<file path="config.mk">
export PLATFORM = sky130hd
export DESIGN_NAME = fifo_page_frame_allocator_top
export DESIGN_NICKNAME = d
export VERILOG_FILES = /design/src/hw/rtl/fpfa_pkg.sv /design/src/hw/rtl/fpfa_frame_tbl.sv /design/src/hw/rtl/fpfa_fifo_mem.sv /design/src/hw/rtl/fpfa_ctrl.sv /design/src/hw/rtl/fifo_page_frame_allocator_top.sv
export SDC_FILE = /design/constraint.sdc
export NUM_CORES = 2
export LEC_CHECK = 0
export BUFFER_PORTS_ARGS = -buffer_cell sky130_fd_sc_hd__buf_2
export CAP_MARGIN = 0
export CORE_ASPECT_RATIO = 0.9
export CORE_UTILIZATION = 63
export CTS_BUF_LIST = sky130_fd_sc_hd__clkbuf_16
export CTS_CLUSTER_DIAMETER = 200
export DETAILED_ROUTE_END_ITERATION = 8
export PLACE_DENSITY = 0.88
export SLEW_MARGIN = 20
export SYNTH_ARGS = -nofsm -noshare
export SYNTH_HDL_FRONTEND = slang
export SYNTH_SLANG_ARGS = --single-unit
</file>
<file path="constraint.sdc">
create_clock -name i_clk -period 7.4 [get_ports i_clk]
set_clock_uncertainty 0.05 [all_clocks]
set_input_delay 0.74 -clock i_clk [delete_from_list [all_inputs] [get_ports i_clk]]
set_output_delay 0.74 -clock i_clk [all_outputs]
set_load 0.05 [all_outputs]
</file>
<file path="src/hw/rtl/fpfa_pkg.sv">
`timescale 1ns / 1ps

package fpfa_pkg;

    localparam int unsigned FRAMES_DEF = 64;
    localparam int unsigned CFG_W      = 7;
    localparam int unsigned PID_W      = 16;
    localparam int unsigned PAGE_W     = 10;
    localparam int unsigned FNUM_W     = 6;

    localparam logic [CFG_W-1:0] CFG_RESET = 7'd64;

    typedef enum logic [1:0] {
        ST_FREE     = 2'd0,
        ST_EVICT    = 2'd1,
        ST_RESIDENT = 2'd2
    } t_status;

    typedef enum logic [1:0] {
        S_IDLE,
        S_FIFO_RD,
        S_TBL_RD
    } t_state;

    typedef struct packed {
        logic [PID_W-1:0]  process_id;
        logic [PAGE_W-1:0] page_number;
        logic              page_resident;
    } t_req;

    typedef struct packed {
        t_status           status;
        logic [FNUM_W-1:0] frame_number;
        logic [PID_W-1:0]  victim_process_id;
        logic [PAGE_W-1:0] victim_page_number;
    } t_rsp;

    // one frame table entry: current owner and page
    typedef struct packed {
        logic [PID_W-1:0]  owner;
        logic [PAGE_W-1:0] page;
    } t_entry;

endpackage

</file>
<file path="src/hw/rtl/fpfa_frame_tbl.sv">
`timescale 1ns / 1ps

module fpfa_frame_tbl #(
    parameter int unsigned FRAMES = fpfa_pkg::FRAMES_DEF,
    localparam int unsigned IW = (FRAMES > 1) ? $clog2(FRAMES) : 1
) (
    input  logic             i_clk,
    input  logic             i_re,
    input  logic [IW-1:0]    i_raddr,
    output fpfa_pkg::t_entry o_rdata,
    input  logic             i_we,
    input  logic [IW-1:0]    i_waddr,
    input  fpfa_pkg::t_entry i_wdata
);

    fpfa_pkg::t_entry mem [FRAMES];
    fpfa_pkg::t_entry r_rdata;

    always_ff @(posedge i_clk) begin
        if (i_we) begin
            mem[i_waddr] <= i_wdata;
        end
    end

    always_ff @(posedge i_clk) begin
        if (i_re) begin
            r_rdata <= mem[i_raddr];
        end
    end

    assign o_rdata = r_rdata;

endmodule

</file>
<file path="src/hw/rtl/fpfa_fifo_mem.sv">
`timescale 1ns / 1ps

module fpfa_fifo_mem #(
    parameter int unsigned FRAMES = fpfa_pkg::FRAMES_DEF,
    localparam int unsigned IW = (FRAMES > 1) ? $clog2(FRAMES) : 1
) (
    input  logic          i_clk,
    input  logic          i_re,
    input  logic [IW-1:0] i_raddr,
    output logic [IW-1:0] o_rdata,
    input  logic          i_we,
    input  logic [IW-1:0] i_waddr,
    input  logic [IW-1:0] i_wdata
);

    logic [IW-1:0] mem [FRAMES];
    logic [IW-1:0] r_rdata;

    always_ff @(posedge i_clk) begin
        if (i_we) begin
            mem[i_waddr] <= i_wdata;
        end
    end

    always_ff @(posedge i_clk) begin
        if (i_re) begin
            r_rdata <= mem[i_raddr];
        end
    end

    assign o_rdata = r_rdata;

endmodule

</file>
<file path="src/hw/rtl/fpfa_ctrl.sv">
`timescale 1ns / 1ps

module fpfa_ctrl #(
    parameter int unsigned FRAMES = fpfa_pkg::FRAMES_DEF,
    localparam int unsigned IW = (FRAMES > 1) ? $clog2(FRAMES) : 1,
    localparam int unsigned CW = $clog2(FRAMES + 1),
    localparam int unsigned LW = (CW > fpfa_pkg::CFG_W) ? CW : fpfa_pkg::CFG_W
) (
    input  logic                         i_clk,
    input  logic                         i_rst_n,
    input  logic                         i_start,
    output logic                         o_busy,
    input  fpfa_pkg::t_req               i_req,
    input  logic                         i_cfg_we,
    input  logic [fpfa_pkg::CFG_W-1:0]   i_cfg_wdata,
    output logic                         o_fifo_re,
    output logic [IW-1:0]                o_fifo_raddr,
    input  logic [IW-1:0]                i_fifo_rdata,
    output logic                         o_fifo_we,
    output logic [IW-1:0]                o_fifo_waddr,
    output logic [IW-1:0]                o_fifo_wdata,
    output logic                         o_tbl_re,
    output logic [IW-1:0]                o_tbl_raddr,
    input  fpfa_pkg::t_entry             i_tbl_rdata,
    output logic                         o_tbl_we,
    output logic [IW-1:0]                o_tbl_waddr,
    output fpfa_pkg::t_entry             o_tbl_wdata,
    output logic                         o_done,
    output fpfa_pkg::t_rsp               o_rsp
);

    localparam logic [IW-1:0] LAST_IDX = IW'(FRAMES - 1);
    localparam logic [LW-1:0] LIM_MAX  = LW'(FRAMES);
    localparam logic [LW-1:0] LIM_MIN  = LW'(1);

    fpfa_pkg::t_state r_state, n_state;
    logic [fpfa_pkg::CFG_W-1:0] r_cfg;
    // frames are only ever taken lowest first and never released, so the
    // valid frames always form the prefix [0, r_fill)
    logic [CW-1:0] r_fill, n_fill;
    logic [IW-1:0] r_head, n_head;
    logic [IW-1:0] r_tail, n_tail;
    logic          r_done, n_done;
    fpfa_pkg::t_req r_req;
    fpfa_pkg::t_rsp r_rsp, n_rsp;

    logic [LW-1:0] cfg_ext;
    logic [LW-1:0] fill_ext;
    logic [LW-1:0] limit;
    logic          accept;
    logic          has_free;
    logic [IW-1:0] fill_idx;
    logic [IW+fpfa_pkg::FNUM_W-1:0] fill_num;
    logic [IW+fpfa_pkg::FNUM_W-1:0] vict_num;

    assign cfg_ext  = LW'(r_cfg);
    assign fill_ext = LW'(r_fill);
    assign limit    = (cfg_ext == '0) ? LIM_MIN : ((cfg_ext > LIM_MAX) ? LIM_MAX : cfg_ext);
    assign has_free = fill_ext < limit;
    assign accept   = i_start && (r_state == fpfa_pkg::S_IDLE);
    assign fill_idx = r_fill[IW-1:0];
    assign fill_num = {{fpfa_pkg::FNUM_W{1'b0}}, fill_idx};
    assign vict_num = {{fpfa_pkg::FNUM_W{1'b0}}, i_fifo_rdata};

    always_comb begin
        n_state = r_state;
        unique case (r_state)
            fpfa_pkg::S_IDLE: begin
                if (accept && !i_req.page_resident && !has_free) begin
                    n_state = fpfa_pkg::S_FIFO_RD;
                end
            end
            fpfa_pkg::S_FIFO_RD: n_state = fpfa_pkg::S_TBL_RD;
            fpfa_pkg::S_TBL_RD:  n_state = fpfa_pkg::S_IDLE;
            default:             n_state = fpfa_pkg::S_IDLE;
        endcase
    end

    always_comb begin
        o_fifo_re    = 1'b0;
        o_fifo_raddr = r_head;
        o_fifo_we    = 1'b0;
        o_fifo_waddr = r_tail;
        o_fifo_wdata = fill_idx;
        o_tbl_re     = 1'b0;
        o_tbl_raddr  = i_fifo_rdata;
        o_tbl_we     = 1'b0;
        o_tbl_waddr  = fill_idx;
        o_tbl_wdata  = '{owner: i_req.process_id, page: i_req.page_number};
        n_fill       = r_fill;
        n_head       = r_head;
        n_tail       = r_tail;
        n_done       = 1'b0;
        n_rsp        = '{status: fpfa_pkg::ST_RESIDENT, default: '0};
        unique case (r_state)
            fpfa_pkg::S_IDLE: begin
                if (accept) begin
                    if (i_req.page_resident) begin
                        n_done = 1'b1;
                    end else if (has_free) begin
                        o_tbl_we  = 1'b1;
                        o_fifo_we = 1'b1;
                        n_fill    = r_fill + CW'(1);
                        n_tail    = (r_tail == LAST_IDX) ? '0 : r_tail + IW'(1);
                        n_done    = 1'b1;
                        n_rsp     = '{status: fpfa_pkg::ST_FREE,
                                      frame_number: fill_num[fpfa_pkg::FNUM_W-1:0],
                                      default: '0};
                    end else begin
                        o_fifo_re = 1'b1;
                    end
                end
            end
            fpfa_pkg::S_FIFO_RD: begin
                o_tbl_re = 1'b1;
            end
            fpfa_pkg::S_TBL_RD: begin
                // evict the oldest frame and requeue it at the tail
                o_tbl_we     = 1'b1;
                o_tbl_waddr  = i_fifo_rdata;
                o_tbl_wdata  = '{owner: r_req.process_id, page: r_req.page_number};
                o_fifo_we    = 1'b1;
                o_fifo_wdata = i_fifo_rdata;
                n_head       = (r_head == LAST_IDX) ? '0 : r_head + IW'(1);
                n_tail       = (r_tail == LAST_IDX) ? '0 : r_tail + IW'(1);
                n_done       = 1'b1;
                n_rsp        = '{status: fpfa_pkg::ST_EVICT,
                                 frame_number: vict_num[fpfa_pkg::FNUM_W-1:0],
                                 victim_process_id: i_tbl_rdata.owner,
                                 victim_page_number: i_tbl_rdata.page};
            end
            default: begin
                n_done = 1'b0;
            end
        endcase
    end

    always_ff @(posedge i_clk) begin
        if (!i_rst_n) begin
            r_state <= fpfa_pkg::S_IDLE;
            r_cfg   <= fpfa_pkg::CFG_RESET;
            r_fill  <= '0;
            r_head  <= '0;
            r_tail  <= '0;
            r_done  <= 1'b0;
        end else begin
            r_state <= n_state;
            r_fill  <= n_fill;
            r_head  <= n_head;
            r_tail  <= n_tail;
            r_done  <= n_done;
            if (i_cfg_we) begin
                r_cfg <= i_cfg_wdata;
            end
        end
    end

    always_ff @(posedge i_clk) begin
        r_rsp <= n_rsp;
        if (accept) begin
            r_req <= i_req;
        end
    end

    assign o_busy = (r_state != fpfa_pkg::S_IDLE);
    assign o_done = r_done;
    assign o_rsp  = r_rsp;

endmodule

</file>
<file path="src/hw/rtl/fifo_page_frame_allocator_top.sv">
`timescale 1ns / 1ps

// FIFO page frame allocator.
// Request channel: drive i_req and raise start; the item is taken at a rising
// edge where start is high and busy is low. Result channel: o_done is high for
// exactly one cycle with o_rsp valid; the receiver cannot stall it and must
// take the item in that cycle.
// Resident pages and loads into a free frame: result strobe in the cycle after
// acceptance, busy never rises, so a new item can follow every cycle.
// Evictions: the FIFO memory read, then the frame table read, then the write
// back, each memory read registered; busy is high through both reads and
// falls as the registered result strobe rises, so no new item is taken before it.
// Free frames are tracked with a fill count (frames are taken lowest first),
// so neither memory needs a clearing pass after reset.
// i_cfg_we writes frames_in_use (reset 64); write it only while idle.
// Reset (synchronous, active low) empties the FIFO, frees all frames and
// drops any item in flight; no result strobe follows it.
module fifo_page_frame_allocator_top #(
    parameter int unsigned FRAMES = fpfa_pkg::FRAMES_DEF
) (
    input  logic                       i_clk,
    input  logic                       i_rst_n,
    input  logic                       start,
    output logic                       busy,
    input  fpfa_pkg::t_req             i_req,
    input  logic                       i_cfg_we,
    input  logic [fpfa_pkg::CFG_W-1:0] i_cfg_wdata,
    output logic                       o_done,
    output fpfa_pkg::t_rsp             o_rsp
);

    localparam int unsigned IW = (FRAMES > 1) ? $clog2(FRAMES) : 1;

    logic             fifo_re;
    logic [IW-1:0]    fifo_raddr;
    logic [IW-1:0]    fifo_rdata;
    logic             fifo_we;
    logic [IW-1:0]    fifo_waddr;
    logic [IW-1:0]    fifo_wdata;
    logic             tbl_re;
    logic [IW-1:0]    tbl_raddr;
    fpfa_pkg::t_entry tbl_rdata;
    logic             tbl_we;
    logic [IW-1:0]    tbl_waddr;
    fpfa_pkg::t_entry tbl_wdata;

    fpfa_ctrl #(
        .FRAMES(FRAMES)
    ) u_ctrl (
        .i_clk        (i_clk),
        .i_rst_n      (i_rst_n),
        .i_start      (start),
        .o_busy       (busy),
        .i_req        (i_req),
        .i_cfg_we     (i_cfg_we),
        .i_cfg_wdata  (i_cfg_wdata),
        .o_fifo_re    (fifo_re),
        .o_fifo_raddr (fifo_raddr),
        .i_fifo_rdata (fifo_rdata),
        .o_fifo_we    (fifo_we),
        .o_fifo_waddr (fifo_waddr),
        .o_fifo_wdata (fifo_wdata),
        .o_tbl_re     (tbl_re),
        .o_tbl_raddr  (tbl_raddr),
        .i_tbl_rdata  (tbl_rdata),
        .o_tbl_we     (tbl_we),
        .o_tbl_waddr  (tbl_waddr),
        .o_tbl_wdata  (tbl_wdata),
        .o_done       (o_done),
        .o_rsp        (o_rsp)
    );

    fpfa_fifo_mem #(
        .FRAMES(FRAMES)
    ) u_fifo_mem (
        .i_clk   (i_clk),
        .i_re    (fifo_re),
        .i_raddr (fifo_raddr),
        .o_rdata (fifo_rdata),
        .i_we    (fifo_we),
        .i_waddr (fifo_waddr),
        .i_wdata (fifo_wdata)
    );

    fpfa_frame_tbl #(
        .FRAMES(FRAMES)
    ) u_frame_tbl (
        .i_clk   (i_clk),
        .i_re    (tbl_re),
        .i_raddr (tbl_raddr),
        .o_rdata (tbl_rdata),
        .i_we    (tbl_we),
        .i_waddr (tbl_waddr),
        .i_wdata (tbl_wdata)
    );

endmodule
</file>
==> results.toml <==
[clock_tree]
htreeDepth = 4
insertion_delay_ns = 0.86
root_buffer = "clkbuf_16"
tritoncts = "done"
holdBufCountCts = 0
cts_buffers = 194
clk_pin_slew_worst_paths_ns = 0.06
cts_setup_buffers = 0
cts_max_path_buffers = 3
post_cts_resized = 0
clock-sinks = 2169

[sta]
fin_crit_ns = 5.32
slew-limit-headroom_pct = 21.3
min_period_over_period_pct = 71.9
final-setup-viol-count = 0
maxSlewViolCount = 0
worst_pin_slew_ns = 1.17
fmax_mhz = 188
grt_setup_unrepaired = "no"
hold_slack_ns = 0.0348
hold_violations = 0
setup_tns_ns = 0

[placed_design]
hpwlAfterDp_mm = 119
dpl.cell_count = 5644
gp_congestion = 0.899
portBuffers = 73

[pwr]
power_density_nw_per_um2 = 260
total_power_mw = 24.2
vdd_drop_max_v = 0.000296
leakagePower_nw = 29.1

[yosys]
synth_fp_nets = 3996
synth-async-reset-ratio_pct = 0
synth-seq-area-share_pct = 77.2
synth_edf_count = 2106
synth.distinct_cells = 74
yosys_register_bits = 2169
yosysWarningCount = 0
synthFlopType = "edfxtp_1"
syn_inst = 3949
netlist_area_um2 = 83600
synth_area_per_cell_um2 = 21.2

[floorplan]
row_count = 126
io_pins = 74
core_um2 = 131000
fp.dieArea_um2 = 134000
die-height_um = 348
die_width_um = 386
start_util_pct = 63.7

[routing]
wl_mm = 238
drtAntennaViolNets = 0
routed_via_density = 7.70
drc = 0
vias = 46300
wl_per_cell_um = 39.5
drt_iter0_markers = 8517
firstDrtPassIters = 6

[worst_setup_path]
crit_slowest_cell = "nor3b_2"
startpoint_type = "register"
crit_buf_inv = 3
cp_top_family = "simple AND/OR/NAND/NOR gates"
cp_slowest_stage_delay_ns = 1.01
worst-path-max-fanout = 67
worstSetupPathType = "register to register"
crit_top_cell = "clkinv_2"
cp-end-kind = "register"
crit_required_ns = 7.87
path_cells = "nand2b_2, clkinv_2, mux2i_1, clkinv_2, nor3_2, nor3b_2, buf_4"
crit_arrival_ns = 5.79

[global_routing]
grt_max_degree = 132
track_usage_pct = 35.7
grt_pass1_wl_mm = 334
grt_overflow = 0
antenna_found_initial = 9
grt_pass1_vias = 45900

[layout]
stdcell_count = 6014
drive_gt1_share_pct = 27.1
fin_nets = 4162
fin_util_pct = 70.8
area_growth_pct = 11.2

[run]
maxCapViolCount = 0

[status]
status = "finished, final reports clean"

[worst_hold_path]
hp-class = "input pin to register"
flip-flops by register name, indices dropped and copies added (netlist names), 7 cells and up:
| register | count |
|---|---|
| u_ctrl.fill_ext | 7 |
| u_frame_tbl.mem | 1664 |
| u_ctrl.o_rsp | 34 |
| u_frame_tbl.o_rdata | 26 |
| u_ctrl.cfg_ext | 7 |
| u_fifo_mem.mem | 384 |
| u_ctrl.r_req | 26 |
final timing paths:
kind                                         start                      to  slack, ns  depth (start not counted)
worst min-delay path                     i_req[26]        u_ctrl.r_req[26]       0.03                          1
worst max register to register   u_ctrl.r_state[0]  u_frame_tbl.mem[45][5]       2.08                          7
worst min register to register  u_ctrl.fill_ext[6]      u_ctrl.fill_ext[6]       0.44                          2
worst max-delay path             u_ctrl.r_state[0]  u_frame_tbl.mem[45][5]       2.08                          7
layout make-up:
cell class                 count  area (µm²)
antenna                        2        5.00
clock inverter               166        1180
sequential                  2169       64500
fill                        6705       38400
tap                         1728        2160
inverter                      12        48.8
timing repair buffer         224        1560
clock buffer                 199        4980
multi-input combinational   1514       18500
metal layers:
layer / wire [µm] / track usage, %
met1: 73400 / 44.5
met2: 115000 / 57.6
met3: 30400 / 8.14
met4: 18300 / 21.9
met5: 76 / 0
cells by family after synthesis:
kind of cell / Yosys count / synth area share, %
AOI/OAI and AO/OA: 380 / 3.23
xor gates and xnor gates: 2 / 0.0210
adders and majority gates: 9 / 0.135
buffers and inverters: 266 / 1.69
DFF: 2169 / 77.2
muxes: 585 / 14.3
and+or+nand+nor: 538 / 3.42
power by group:
group          total (mW)  switching (mW)  internal [mW]
Sequential           13.5          0.0213           13.5
Combinational       0.657           0.502          0.155
Clock                9.99            4.66           5.34
stage by stage:
step	cell area [µm²]	worst slack (ns)
6_report	93000	2.08
5_1_grt	92900	1.91
4_1_cts	92600	2.38
3_5_place_dp	86500	2.57
3_3_place_gp	86500	3.03
2_1_floorplan	83600	1.95
placed cells by master, fill, tap and decap left out, types with 18 or more instances in the layout:
cell type	Yosys	layout
edfxtp_1	2106	2106
mux4_2	473	473
nand4_1	22	22
nor4_2	0	55
mux2_2	38	37
buf_4	13	142
o21ai_0	25	23
nor3_2	1	20
a211oi_1	21	21
clkinv_1	1	57
nand3_1	36	36
mux2i_1	63	63
and2_1	33	32
nor2_1	57	46
clkinv_2	0	31
nor2b_1	25	18
clkbuf_16	0	199
dfxtp_1	63	60
buf_2	67	74
a21oi_1	60	58
nand2_1	163	137
inv_1	10	62
a22oi_1	150	150
Yosys cell counts (all sizes together), types with 21 or more instances:
cell	n	area, µm²
a211oi	21	158
a21oi	60	300
a22oi	150	1130
and2	33	206
buf	144	953
clkbuf	110	413
dfxtp	63	1260
edfxtp	2106	63200
mux2	38	428
mux2i	64	644
mux4	483	10900
nand2	163	612
nand3	36	180
nand4	22	138
nor2	58	220
nor2b	25	156
nor3	35	180
nor4	71	444
o21ai	39	195
Power figures use the tool's default switching activity.
